[src/rtl/b64sd_pkg.sv]
// Package for the Base64 stream decoder: payload types, status codes,
// character constants and the alphabet lookup. No dependencies.
package b64sd_pkg;

  // Status code carried on every result
  typedef enum logic [1:0] {
    ST_OK         = 2'd0,
    ST_INVALID    = 2'd1,
    ST_INCOMPLETE = 2'd2
  } b64sd_status_e;

  // One request on the character channel
  typedef struct packed {
    logic [20:0] symbol;
    logic        has_symbol;
    logic        end_of_text;
  } b64sd_sym_t;

  // One request on the result channel
  typedef struct packed {
    logic [7:0]    data_byte;
    logic          byte_valid;
    b64sd_status_e status;
    logic          last_of_text;
  } b64sd_res_t;

  // Character codes
  localparam logic [20:0] CH_PAD   = 21'h00003D;
  localparam logic [20:0] CH_MINUS = 21'h00002D;
  localparam logic [20:0] CH_UNDER = 21'h00005F;
  localparam logic [20:0] CH_PLUS  = 21'h00002B;
  localparam logic [20:0] CH_SLASH = 21'h00002F;
  localparam logic [7:0]  BYTE_MASK = 8'hFF;

  // Most results one character can cause
  localparam int unsigned MAX_RES = 3;
  // Result queue depth (power of two)
  localparam int unsigned RES_DEPTH = 8;

  // Sextet value 0..63 of a character, 64 when outside the alphabet
  function automatic logic [6:0] sextet_of(input logic [20:0] ch, input logic url);
    logic [6:0] v;
    v = 7'd64;
    if (ch >= 21'h41 && ch <= 21'h5A) begin
      v = 7'(ch - 21'h41);
    end else if (ch >= 21'h61 && ch <= 21'h7A) begin
      v = 7'(ch - 21'h61 + 21'd26);
    end else if (ch >= 21'h30 && ch <= 21'h39) begin
      v = 7'(ch - 21'h30 + 21'd52);
    end else if (url && ch == CH_MINUS) begin
      v = 7'd62;
    end else if (url && ch == CH_UNDER) begin
      v = 7'd63;
    end else if (!url && ch == CH_PLUS) begin
      v = 7'd62;
    end else if (!url && ch == CH_SLASH) begin
      v = 7'd63;
    end
    return v;
  endfunction

endpackage

[src/rtl/b64sd_stream_if.sv]
// Valid/ready stream interface used by both channels of the decoder.
// The payload type is a parameter; depends on nothing else.
interface b64sd_stream_if #(
  parameter type payload_t = logic
);
  logic     valid;
  logic     ready;
  payload_t data;

  modport source (output valid, output data, input ready);
  modport sink   (input valid, input data, output ready);
endinterface

[src/rtl/base64_stream_decoder_top.sv]
// Channel    Dir  Payload                                   Handshake
// in_if      in   symbol[20:0], has_symbol, end_of_text     valid/ready
// out_if     out  data_byte[7:0], byte_valid, status, last  valid/ready
// cfg        in   cfg_wdata_i = url_alphabet                cfg_we_i, no stall
//
// One character is decoded in the cycle it is accepted; its up to three
// results go into an 8-entry result queue and leave one per cycle unless
// stalled, the first in the next cycle. in_if.ready is high while the queue
// has room for three results, so characters flow at one per cycle as long as
// the sink keeps pace: three results per four characters in long texts, up to
// one per character for short texts and end markers. Reset is asynchronous,
// active low, clears the decoder state, the queue and the alphabet select.
// Base64 stream decoder top level; uses b64sd_pkg and b64sd_stream_if.

module base64_stream_decoder_top
  import b64sd_pkg::*;
(
  input  logic           clk_i,
  input  logic           rst_ni,
  input  logic           cfg_we_i,
  input  logic           cfg_wdata_i,
  b64sd_stream_if.sink   in_if,
  b64sd_stream_if.source out_if
);

  localparam int unsigned PtrW = $clog2(RES_DEPTH);
  localparam int unsigned CntW = $clog2(RES_DEPTH + 1);
  localparam logic [CntW-1:0] ReadyMax = CntW'(RES_DEPTH - MAX_RES);

  // Decoder state
  logic        url_q;
  logic [23:0] acc_q, acc_d;
  logic [1:0]  gc_q, gc_d;
  logic [2:0]  pad_q, pad_d;
  logic        err_q, err_d;

  // Result queue
  b64sd_res_t        res_mem_q [RES_DEPTH];
  logic [PtrW-1:0]   wr_ptr_q, rd_ptr_q;
  logic [CntW-1:0]   cnt_q, cnt_d;

  b64sd_sym_t  req;
  logic        accept, pop;
  b64sd_res_t  res [MAX_RES];
  logic [1:0]  n_res;

  // Decode working signals
  logic        proc, is_pad, ch_ok, grp_done;
  logic [6:0]  sxt;
  logic [23:0] acc_sh, acc_e;
  logic [2:0]  pad_new;
  logic [1:0]  nb;

  assign req    = in_if.data;
  assign accept = in_if.valid && in_if.ready;
  assign pop    = out_if.valid && out_if.ready;

  assign in_if.ready  = (cnt_q <= ReadyMax);
  assign out_if.valid = (cnt_q != '0);
  assign out_if.data  = res_mem_q[rd_ptr_q];

  // Alphabet select register
  always_ff @(posedge clk_i or negedge rst_ni) begin
    if (!rst_ni) begin
      url_q <= 1'b0;
    end else if (cfg_we_i) begin
      url_q <= cfg_wdata_i;
    end
  end

  // Character decode, state update and result build
  always_comb begin
    proc     = req.has_symbol && !err_q;
    is_pad   = !url_q && (req.symbol == CH_PAD);
    sxt      = sextet_of(req.symbol, url_q);
    ch_ok    = is_pad || !sxt[6];
    acc_sh   = {acc_q[17:0], (is_pad ? 6'd0 : sxt[5:0])};
    pad_new  = (is_pad && pad_q < 3'd4) ? pad_q + 3'd1 : pad_q;
    grp_done = proc && ch_ok && (gc_q == 2'd3);
    if (url_q || pad_new == 3'd0) begin
      nb = 2'd3;
    end else if (pad_new == 3'd1) begin
      nb = 2'd2;
    end else begin
      nb = 2'd1;
    end

    acc_d = acc_q;
    gc_d  = gc_q;
    pad_d = pad_q;
    err_d = err_q;
    n_res = 2'd0;
    for (int k = 0; k < MAX_RES; k++) begin
      res[k] = '{data_byte: 8'd0, byte_valid: 1'b0, status: ST_OK, last_of_text: 1'b0};
    end

    // one character into the group
    if (proc) begin
      if (!ch_ok) begin
        err_d = 1'b1;
      end else if (grp_done) begin
        acc_d = '0;
        gc_d  = 2'd0;
        pad_d = 3'd0;
        n_res = nb;
        res[0].data_byte  = acc_sh[23:16] & BYTE_MASK;
        res[0].byte_valid = 1'b1;
        res[1].data_byte  = acc_sh[15:8] & BYTE_MASK;
        res[1].byte_valid = 1'b1;
        res[2].data_byte  = acc_sh[7:0] & BYTE_MASK;
        res[2].byte_valid = 1'b1;
      end else begin
        acc_d = acc_sh;
        gc_d  = gc_q + 2'd1;
        pad_d = pad_new;
      end
    end

    // end of text: flush, report, clear
    acc_e = (gc_d == 2'd2) ? {acc_d[11:0], 12'd0} : {acc_d[17:0], 6'd0};
    if (req.end_of_text) begin
      if (err_d) begin
        n_res = 2'd1;
        res[0] = '{data_byte: 8'd0, byte_valid: 1'b0, status: ST_INVALID,
                   last_of_text: 1'b0};
      end else if (gc_d != 2'd0) begin
        if (url_q && gc_d >= 2'd2) begin
          n_res = gc_d - 2'd1;
          res[0].data_byte  = acc_e[23:16];
          res[0].byte_valid = 1'b1;
          res[1].data_byte  = acc_e[15:8];
          res[1].byte_valid = 1'b1;
        end else begin
          n_res = 2'd1;
          res[0].status = ST_INCOMPLETE;
        end
      end
      if (n_res == 2'd0) begin
        n_res = 2'd1;
      end
      case (n_res)
        2'd1:    res[0].last_of_text = 1'b1;
        2'd2:    res[1].last_of_text = 1'b1;
        2'd3:    res[2].last_of_text = 1'b1;
        default: res[0].last_of_text = 1'b1;
      endcase
      acc_d = '0;
      gc_d  = 2'd0;
      pad_d = 3'd0;
      err_d = 1'b0;
    end

    cnt_d = cnt_q;
    if (accept) begin
      cnt_d = cnt_d + CntW'(n_res);
    end
    if (pop) begin
      cnt_d = cnt_d - CntW'(1);
    end
  end

  // Decoder state registers
  always_ff @(posedge clk_i or negedge rst_ni) begin
    if (!rst_ni) begin
      acc_q <= '0;
      gc_q  <= '0;
      pad_q <= '0;
      err_q <= 1'b0;
    end else if (accept) begin
      acc_q <= acc_d;
      gc_q  <= gc_d;
      pad_q <= pad_d;
      err_q <= err_d;
    end
  end

  // Result queue pointers and fill count
  always_ff @(posedge clk_i or negedge rst_ni) begin
    if (!rst_ni) begin
      wr_ptr_q <= '0;
      rd_ptr_q <= '0;
      cnt_q    <= '0;
    end else begin
      cnt_q <= cnt_d;
      if (accept) begin
        wr_ptr_q <= wr_ptr_q + PtrW'(n_res);
      end
      if (pop) begin
        rd_ptr_q <= rd_ptr_q + PtrW'(1);
      end
    end
  end

  // Result queue storage
  always_ff @(posedge clk_i) begin
    if (accept) begin
      for (int k = 0; k < MAX_RES; k++) begin
        if (k < int'(n_res)) begin
          res_mem_q[wr_ptr_q + PtrW'(k)] <= res[k];
        end
      end
    end
  end

endmodule

[src/flat_wrapper.sv]
// flat-port wrapper written by rule: the top's interface ports become plain ports
module base64_stream_decoder_top_flat import b64sd_pkg::*;
  (clk_i, rst_ni, cfg_we_i, cfg_wdata_i, in_if_valid, in_if_data, in_if_ready, out_if_valid, out_if_data, out_if_ready);
  b64sd_stream_if in_if_i ();
  b64sd_stream_if out_if_i ();
  input  logic clk_i;
  input  logic rst_ni;
  input  logic cfg_we_i;
  input  logic cfg_wdata_i;
  input wire logic [$bits(in_if_i.valid)-1:0] in_if_valid;
  input wire logic [$bits(in_if_i.data)-1:0] in_if_data;
  output wire logic [$bits(in_if_i.ready)-1:0] in_if_ready;
  output wire logic [$bits(out_if_i.valid)-1:0] out_if_valid;
  output wire logic [$bits(out_if_i.data)-1:0] out_if_data;
  input wire logic [$bits(out_if_i.ready)-1:0] out_if_ready;
  assign in_if_i.valid = in_if_valid;
  assign in_if_i.data = in_if_data;
  assign in_if_ready = in_if_i.ready;
  assign out_if_valid = out_if_i.valid;
  assign out_if_data = out_if_i.data;
  assign out_if_i.ready = out_if_ready;
  base64_stream_decoder_top u_core (.clk_i(clk_i), .rst_ni(rst_ni), .cfg_we_i(cfg_we_i), .cfg_wdata_i(cfg_wdata_i), .in_if(in_if_i), .out_if(out_if_i));
endmodule
[config.mk]
export PLATFORM = sky130hd
export DESIGN_NAME = base64_stream_decoder_top_flat
export DESIGN_NICKNAME = d
export VERILOG_FILES = /design/src/rtl/b64sd_pkg.sv /design/src/rtl/b64sd_stream_if.sv /design/src/rtl/base64_stream_decoder_top.sv /design/src/flat_wrapper.sv
export SDC_FILE = /design/constraint.sdc
export NUM_CORES = 1
export LEC_CHECK = 0
export BUFFER_PORTS_ARGS = -buffer_cell sky130_fd_sc_hd__buf_2
export CAP_MARGIN = 5
export CORE_MARGIN = 2
export CORE_UTILIZATION = 55
export CTS_BUF_LIST = sky130_fd_sc_hd__clkbuf_2 sky130_fd_sc_hd__clkbuf_4 sky130_fd_sc_hd__clkbuf_8
export DETAILED_ROUTE_END_ITERATION = 16
export GPL_TIMING_DRIVEN = 0
export HOLD_SLACK_MARGIN = 0.12
export MAX_ROUTING_LAYER = met4
export PLACE_DENSITY_LB_ADDON = 0.25
export SLEW_MARGIN = 20
export SYNTH_ARGS = -nofsm -noshare
export SYNTH_HDL_FRONTEND = slang
export SYNTH_SLANG_ARGS = --single-unit
[constraint.sdc]
create_clock -name clk_i -period 3.3 [get_ports clk_i]
set_input_delay 0 -clock clk_i [delete_from_list [all_inputs] [get_ports clk_i]]
set_output_delay 0 -clock clk_i [all_outputs]
set_load 0.02 [all_outputs]
# Word level (Yosys, flattened, before mapping)
# Memory sizes are Yosys's and may differ from the RTL's.
# Index checks and enable logic that the tools add are counted.
# totals
regBits,10
mem_bits_rw,80
inputBits,7
output_inout_bits,3
word_cells,50
mem_count,1
# mem_list
memory,words,word_bits,rd,rd_ports_with_merged_regs,wr,line_no,text
u_core.res_mem_q,8,10,1,0,1,base64_stream_decoder_top.sv:38,b64sd_res_t res_mem_q [RES_DEPTH];
# classes
add_sub_neg,6
magnitude_cmp,4
n_eq_ne,2
mux,27
reduce_logical,7
# ops
op,n
$mux W10,3
$reduce_or A10 Y1,2
$mux W1,16
$mux W2,4
$mux W4,2
$add A3 B1 Y3 const B,2
$mux W3,2
$add A4 B2 Y4,1
$eq A2 B2 Y1 const B,2
$le A4 B3 Y1 const B,1
$lt A1 B2 Y1 const A,2
$reduce_bool A4 Y1,1
$sub A4 B1 Y4 const B,1
$add A3 B2 Y3,1
$add A3 B2 Y3 const B,1
$logic_and A1 B1 Y1,2
$logic_not A2 Y1,1
$lt A2 B2 Y1 const A,1
$reduce_or A2 Y1,1

# Depth between registers and ports, before layout
# Gate-level depths: netlist of run 1.
# logic_depth
ltp_word,12
mapped_depth,6
mapped_depth_nobuf,6

# Least setup slack after synthesis of run 1
# OpenSTA, ideal clock, no wires.
# synth_timing
kind,flip-flop to flip-flop
from,register u_core.cnt_q[3]
to,register u_core.cnt_q[2]
setup_time_ps,131
arrival_ps,1527
required_ps,3169
path_slack_ps,1642
path_stages_with_launch,7
n_path_buf,0
period_less_slack_ps,1658
path_cell_list,dfrtp_1 > nand2b_1 > a21oi_2 > mux2i_1 > ha_1 > nand2_2 > xor2_1
# synth_between
elab_chain_cells,5
elab_cells_between_ends,7
cone_classes,add/sub (1); order compare (1); mux (2); reduce/logical (3)
# synth_rtl
item,line_no,text
from (decl),base64_stream_decoder_top.sv:40,"logic [CntW-1:0] cnt_q, cnt_d;"
from (signal assigned),base64_stream_decoder_top.sv:184,cnt_q <= cnt_d;
$le A4 B3 Y1,base64_stream_decoder_top.sv:58,assign in_if.ready = (cnt_q <= ReadyMax);
$logic_and A1 B1 Y1,base64_stream_decoder_top.sv:55,assign accept = in_if.valid && in_if.ready;
$mux W4,base64_stream_decoder_top.sv:154,if (accept) begin
$sub A4 B1 Y4,base64_stream_decoder_top.sv:158,cnt_d = cnt_d - CntW'(1);
$mux W4 *,base64_stream_decoder_top.sv:157,if (pop) begin
named net u_core.cnt_d[2],base64_stream_decoder_top.sv:40,
# The timed path passes the listed nets; every way through them passes the cells marked *.
# A chain may end at the register's enable or synchronous reset.

# Worst setup path in the final report of run 1
# Ends and elaborated chain as after synthesis.

==> summary by stage, run 1 <==
Status
The run finished with clean final reports.

Worst setup path
The beginning of the critical path is u_core.cnt_q[3]. The type of the worst setup path is reg -> reg. The origin of the critical flop-to-flop path is u_core.cnt_q[3].

The end of the worst register-to-register path is u_core.cnt_q[2]. The setup check on the worst reg-to-reg path leaves a slack of roughly 1.5 ns. The maximum fanout count along the critical path is 6. The startpoint type of the worst setup path is a flop.

The data arrival time of the critical path is slightly below 2 ns. The type of element capturing the critical path is a flop. The worst setup path endpoint is u_core.cnt_q[2]. At the worst endpoint, the required time is 3.48 ns. The worst reg-to-reg path cell count is 6.

Routing
The number of remaining DRC errors is 0. The first-pass detailed-route iteration total is 4. Dividing the detail-routed via count by the number of cells gives 5.436. Once detail routing completed, the nets flagged for antenna violations numbered 0. The total detailed-routing wirelength is 1285 µm. The number of violations reported at the end of detailed-routing iteration 0 is 4. Dividing the detail-routed wire length by the instance count gives 12.72 µm.

The total number of vias is 549.

Layout
The post-route cell area is between 0.001 and 0.0015 mm². Counting the fill cells in the layout gives about 110. The area growth from synthesis to layout is 14.44%. Of the cells placed in the final design, the portion with a size suffix greater than 1 is between 20% and 30%. The final antenna diode count is 0.

In the layout the commonest cells are sky130_fd_sc_hd__dfrtp_1, sky130_fd_sc_hd__nand2_1, sky130_fd_sc_hd__edfxtp_1. The most common library cell in the layout ignoring fill and taps is sky130_fd_sc_hd__dfrtp_1. In the final design database the tool counted 99 nets. The number of cells in the finished layout apart from fillers is roughly 100.

In the final layout, flip-flops and latches occupy ~490 µm². The area of the multi-input gates is 407.9 µm². The post-layout utilization of the core is just under 70%.

Power
Across the VDD grid, the largest voltage drop is between 0.5 and 0.6 mV. The power density of the placed cells is 846.9 mW/mm². Summing internal, switching and leakage power gives between 0.0008 and 0.0009 W. The leakage power is 0.4265 nW.

Synthesis
During synthesis, Yosys emitted a total of 0 warnings. The mean instance size in the synthesized netlist is 12.99 µm². The number of nets produced by synthesis is 83. The top cell type by area accounts for 27.51% of the synthesized area.

Summed over all instances, the cell type with the most area after synthesis is sky130_fd_sc_hd__dfrtp_1. The post-synthesis sequential element count is 18. The distinct cell type count of the synthesized netlist is 23. The proportion of synthesized chip area in sequential cells is between 50% and 60%. By area the synthesized netlist is led by sky130_fd_sc_hd__dfrtp_1, sky130_fd_sc_hd__edfxtp_1, sky130_fd_sc_hd__ha_1. The gate count of the mapped netlist is 70. The cell area after technology mapping is ~910 µm².

Clock tree
The longest clock path from root to sink contains 2 buffers. Buffers inserted during clock tree synthesis total 3. CTS built an H-tree with a depth of 1. The clock latency at the later pin of the worst-skew pair is roughly 0.3 ns.

TritonCTS built the clock tree. The number of gates resized after CTS was 0. After clock tree synthesis, the clock-pin slew on the worst setup and hold paths is 0.10 ns. The clock sink count is 18.

The cell sitting at the root of the clock tree is a sky130_fd_sc_hd__clkbuf_4.

Die
For this configuration, the core starts out at a cell density of 59.69%. The floorplan has 14 rows. The area of the die is around 0.002 mm². The vertical die dimension is 44.67 µm. The floorplan step defined a core boundary enclosing around 0.0015 mm².

The I/O pin count is 10. The die is approximately 45 µm wide.

Global routing
Global routing used about 16% of the available tracks. Entering global routing, the biggest net connects 13 pins. The first global-routing pass estimated approximately 2200 µm of wire. The via count of the first global-routing pass is 529. The number of antenna violations at the first check in global routing came to 0. The total congestion overflow is 0.

STA
The maximum clock skew at final layout is 0.008347 ns. The smallest clock period supported by the final layout is computed as 1.804 ns. In this run the tightest slew margin relative to its limit is between 60 and 70%. Setup repair after global routing left no endpoint under its margin. Adding up every negative setup slack in the final design gives 0 ns. The final max-slew violation count came to 0. The final period utilization is a little over half. Setup violations remaining at the end of the flow were counted as 0.

The final number of hold-violating endpoints came to 0. The peak clock frequency supported by timing is around 550 MHz. At the pin with the least slew margin, the transition time is 0.4512 ns.

Placed design
The cell count after placement is a little over 90. Port buffering added 7 buffers. The HPWL after detailed placement is 993.6 µm. The global placement routability congestion is about 0.86. In this run the cell area measured after placement is around 960 µm².

Job
Across the run, the number of max-cap violations was 0.

Hold path
The min-delay analysis places its worst path in the category in -> reg.
## state kept, by name, summed over array words and instances (netlist names)
signal and cells:
u_core.wr_ptr_q 3, u_core.rd_ptr_q 3, u_core.res_mem_q 8, u_core.cnt_q 4
## through the flow
| stage | hold WS (ns) | worst slack (ns) |
|---|---|---|
| floorplan | -0.2956 | 1.642 |
| global placement | -0.1219 | 1.514 |
| detailed placement | -0.1188 | 1.489 |
| CTS | 0.1793 | 1.476 |
| global route | 0.2217 | 1.344 |
| finish | 0.1723 | 1.496 |
## Yosys cell counts
cell type	count
sky130_fd_sc_hd__nand4_2	1
sky130_fd_sc_hd__or4_4	1
sky130_fd_sc_hd__nand2_2	1
sky130_fd_sc_hd__ha_1	6
sky130_fd_sc_hd__nor3_1	2
sky130_fd_sc_hd__mux4_2	2
sky130_fd_sc_hd__nor2_1	6
sky130_fd_sc_hd__nand2b_1	4
sky130_fd_sc_hd__nand3_1	1
sky130_fd_sc_hd__dfrtp_1	10
sky130_fd_sc_hd__nand2_1	8
sky130_fd_sc_hd__nand3b_1	1
sky130_fd_sc_hd__a21oi_2	1
sky130_fd_sc_hd__o21a_1	1
sky130_fd_sc_hd__buf_6	1
sky130_fd_sc_hd__edfxtp_1	8
sky130_fd_sc_hd__and2_4	1
sky130_fd_sc_hd__xnor2_1	5
sky130_fd_sc_hd__mux2i_1	3
sky130_fd_sc_hd__mux2_2	3
sky130_fd_sc_hd__a21oi_1	2
sky130_fd_sc_hd__nor2b_1	1
sky130_fd_sc_hd__xor2_1	1
## worst min path at each step
| stage | endpoint | slack, ns | cells past startpoint | start |
|---|---|---|---|---|
| 2_1_floorplan | u_core.cnt_q[0] | -0.30 | 0 | rst_ni |
| 5_1_grt | u_core.wr_ptr_q[2] | 0.22 | 5 | in_if_valid |
| 3_3_place_gp | u_core.rd_ptr_q[2] | -0.12 | 1 | rst_ni |
| 6_report | u_core.wr_ptr_q[2] | 0.17 | 5 | in_if_valid |
| 3_5_place_dp | u_core.wr_ptr_q[2] | -0.12 | 1 | rst_ni |
| 4_1_cts | u_core.wr_ptr_q[2] | 0.18 | 5 | in_if_valid |
## layer usage
metal / share of wire [%] / GRT usage, % / wire, µm
met1: 48 / 19.15 / 612
met2: 48 / 26.67 / 616
met3: 2.1 / 2.449 / 27
met4: 2.3 / 9.091 / 29
met5: 0 / - / 0
## power breakdown
group          total (W)  internal (W)  switching (W)
registers       0.000392      0.000305      0.0000871
clock network   0.000134     0.0000673      0.0000663
logic           0.000356      0.000185       0.000170
## what timing repair did
| item | in CTS | in global routing |
|---|---|---|
| setup endpoints to repair | 0 | 0 |
| hold endpoints to repair | 22 | 0 |
| hold buffers | 4 | 0 |
| buffers inserted | 0 | 0 |
## layout make-up
class	instances	share of cell area, %
Buffer	1	1.082
Clock buffer	4	3.486
Multi-Input combinational cell	51	39.18
Sequential cell	18	47.12
Tap cell	16	1.923
Timing Repair Buffer	11	7.212
## cell families after synthesis
group           count (synthesis)  share of synthesized area, %
simple gates                   27                         15.96
flops                          18                         53.92
mux                             8                         11.97
xor+xnor                        6                         5.777
fa+ha+maj                       6                         8.253
compound gates                  4                         2.889
buf+inv                         1                         1.238
## critical path, stage by stage, from the launching register on
cell and delay (ns):
sky130_fd_sc_hd__dfrtp_1 0.44, sky130_fd_sc_hd__nand2b_1 0.20, sky130_fd_sc_hd__a21oi_2 0.26, sky130_fd_sc_hd__mux2i_1 0.38, sky130_fd_sc_hd__ha_1 0.23, sky130_fd_sc_hd__nand2_2 0.05
sky130_fd_sc_hd__xor2_1 0.13
Note: power is estimated with default switching activity, not from simulation.
==> run 2: changes to the inputs <==
==> constraint.sdc (replaced) <==
create_clock -name clk_i -period 1.9 [get_ports clk_i]
set_input_delay 0 -clock clk_i [delete_from_list [all_inputs] [get_ports clk_i]]
set_output_delay 0 -clock clk_i [all_outputs]
set_load 0.02 [all_outputs]
==> summary by stage, run 2 (synthesized netlist as in run 1, its figures left out) <==
Worst setup path
Broken down by cell family, the worst path's largest delay share belongs to flip-flops. Setup slack on the worst reg-to-reg path comes out at 0.15 ns. STA puts the critical path data arrival time at 1.93 ns. The worst setup path is captured at a flop.

The end of the worst register-to-register path is u_core.cnt_q[2]. In this run the worst path has a maximum fanout of 6. At the worst endpoint, the required time is ~2.1 ns.

The type of the worst setup path is reg -> reg. The worst reg-to-reg path cell count is 6. The sum of buffers and inverters on the critical path is 0.

The largest single stage delay on the critical path is 0.44 ns. Traced cell by cell, the critical path runs through nand2b_1, a21oi_4, mux2i_2, ha_1, nand2_2, xor2_1. The origin of the critical flop-to-flop path is u_core.cnt_q[3]. The standard cell with the maximum stage delay on the critical path is sky130_fd_sc_hd__dfrtp_1.

The startpoint type of the worst setup path is a flop.

STA
The minimum clock period is around 1.8 ns. The worst slew slack as a fraction of its limit is between 60% and 70%. The final max-slew violation count is 0. The final period utilization is 92.24%. The slew at the pin closest to its max-slew limit is 0.4637 ns. For the final database, setup skew stands at 0.007042 ns.

Across all setup checks in the final design, the least slack found is about 0.15 ns. After routing, the total negative slack on setup checks comes to 0 ns. Setup repair after global routing left no endpoint under its margin.

Setup violations remaining at the end of the flow were counted as 0. For this run, the top clock speed supported by timing is 570.6 MHz. The final worst hold slack is 0.2098 ns. The final number of hold-violating endpoints came to 0.

Global routing
Global routing finished with a remaining overflow of 0. The pin count of the biggest net entering global routing is 13. The first global-routing pass estimated between 2000 and 2500 µm of wire.

For this run, global-route usage on met3 was measured as roughly 2.4%. The peak-usage layer in the global routing report is met2. The global-route usage over all layers is 16.36%. The met1 demand-to-capacity share in global routing is 19.15%. The via count of the first global-routing pass is around 530. The met2 track utilization from global routing is 26.67%. The number of antenna violations at the first check in global routing is 0.

Status
The flow ran to the end, and the final reports show no timing, DRC or antenna violations.

Routing
In the final routed layout, each cell accounts on average for ~13 µm. The first TritonRoute pass finished after 4 iterations. The per-cell via count in the routed design is ~5.4.

After detailed routing, the number of remaining DRC violations is 0. For this block, the initial DRC count from the detailed router was 1. The count of nets left with antenna violations once routing finished came out at 0. The total number of vias is between 500 and 600. The total detailed-routing wirelength is 1322 µm.

Hold path
The worst hold path terminates at u_core.wr_ptr_q[2]. The worst hold path begins at in_if_valid. The worst hold path belongs to the class in -> reg. The depth of the worst hold-timing path is 5.

Layout
The layout overhead on the synthesized area is 15.68%. The number of nets in the layout is 99. The post-layout utilization of the core is ~70%. The number of cells in the finished layout apart from fillers is 101. The final antenna diode count is 0. The register ranked first by flip-flop count is u_core.res_mem_q. The largest registers in the layout are u_core.res_mem_q: 8 flops, u_core.cnt_q: 4 flops.

The proportion of layout cells with a drive suffix above 1 is 27.06%. The library cell used most frequently in the layout, excluding fill and tap cells, is sky130_fd_sc_hd__dfrtp_1. The top cell types in the final layout, fill and taps aside, are sky130_fd_sc_hd__dfrtp_1, sky130_fd_sc_hd__nand2_1, sky130_fd_sc_hd__edfxtp_1. The register with the most flip-flops in the layout has 8 of them.

Placed design
The pre-CTS setup slack is 0.08936 ns. The cell count after placement is between 90 and 100. At the end of routability-driven placement, the weighted congestion stood at between 0.8 and 0.9. The count of buffers added on input and output ports is 7. The HPWL after detailed placement is between 900 and 1000 µm.

Die
The floorplan die width is 44.67 µm. The site row count is 14. The placeable core area is 0.001524 mm². The floorplan step defined a die boundary enclosing ~0.0020 mm². The die is 44.67 µm tall. The I/O pin count is 10.

For this configuration, the core starts out at a cell density of a little under 60%.

Clock tree
The clock sink count is 18. Counting along the longest clock path gives a buffer depth of 2. The later pin in the worst-skew pair is clocked with a latency of 0.30 ns. The root buffer cell chosen for the clock tree is sky130_fd_sc_hd__clkbuf_4. The total clock buffers created by CTS is 3.

The depth of the CTS H-tree is 1. The clock input transition at the sequential cells of the worst setup and hold paths is 0.10 ns. TritonCTS built the clock tree. The post-CTS repair timing setup buffer count is 0.

Power
The power density of the placed cells is 1489 mW/mm². IR analysis of the VDD net gives a maximum drop of around 0.88 mV. For this design the static power due to leakage is between 0.4 and 0.5 nW.

Job
The max-capacitance violation count is 0.
-- run 2: cell counts in the layout (fill, tap and decap cells not counted) --
No cell type changed its count.
-- run 2: area by class of cell --
class	count	area, µm²
flip-flops and latches	18	490.5
fillers	108	471.7
multi-input cells	51	419.2
repair buffers	11	75.07
clock buffers	4	36.28
well taps	16	20.02
plain buffers	1	11.26
-- run 2: worst register-to-register path, cell delays in order (launching register included) --
cell and delay [ns]:
sky130_fd_sc_hd__dfrtp_1 0.44, sky130_fd_sc_hd__nand2b_1 0.23, sky130_fd_sc_hd__a21oi_4 0.23, sky130_fd_sc_hd__mux2i_2 0.34, sky130_fd_sc_hd__ha_1 0.21, sky130_fd_sc_hd__nand2_2 0.05, sky130_fd_sc_hd__xor2_1 0.14
-- run 2: power by group --
part | internal (W) | total [W] | switching [W]
sequential | 0.000530 | 0.000693 | 0.000163
clock | 0.000117 | 0.000231 | 0.000114
combinational | 0.000336 | 0.000643 | 0.000306
total | 0.000983 | 0.00157 | 0.000583
-- run 2: timing repair --
action | in CTS | in global routing
setup endpoints to repair | 0 | 2
resized for setup | 0 | 2
endpoints found under the hold margin | 22 | 0
hold buffers | 4 | 0
-- run 2: per-stage QoR --
step           total power [W]  instance area (µm²)
6_report              0.001567                 1052
5_1_grt               0.001691                 1052
4_1_cts               0.001544                 1041
3_5_place_dp          0.001304                964.7
3_3_place_gp          0.001278                964.7
2_1_floorplan         0.001153                909.6
-- run 2: worst max-delay path by stage --
| stage | cells past startpoint | slack (ns) | start | endpoint |
|---|---|---|---|---|
| 2_1_floorplan | 6 | 0.24 | u_core.cnt_q[3] | u_core.cnt_q[2] |
| 6_report | 6 | 0.15 | u_core.cnt_q[3] | u_core.cnt_q[2] |
| 4_1_cts | 6 | 0.08 | u_core.cnt_q[3] | u_core.cnt_q[2] |
| 3_5_place_dp | 6 | 0.09 | u_core.cnt_q[3] | u_core.cnt_q[2] |
| 5_1_grt | 6 | 0.04 | u_core.cnt_q[3] | u_core.cnt_q[2] |
| 3_3_place_gp | 6 | 0.11 | u_core.cnt_q[3] | u_core.cnt_q[2] |
-- run 2: layer usage --
layer	part of all wire, %	vias to the layer above	wire [µm]
li1	-	278	-
met1	48	259	635
met2	47	9	626
met3	2.1	4	28
met4	2.4	0	32
met5	0	-	0
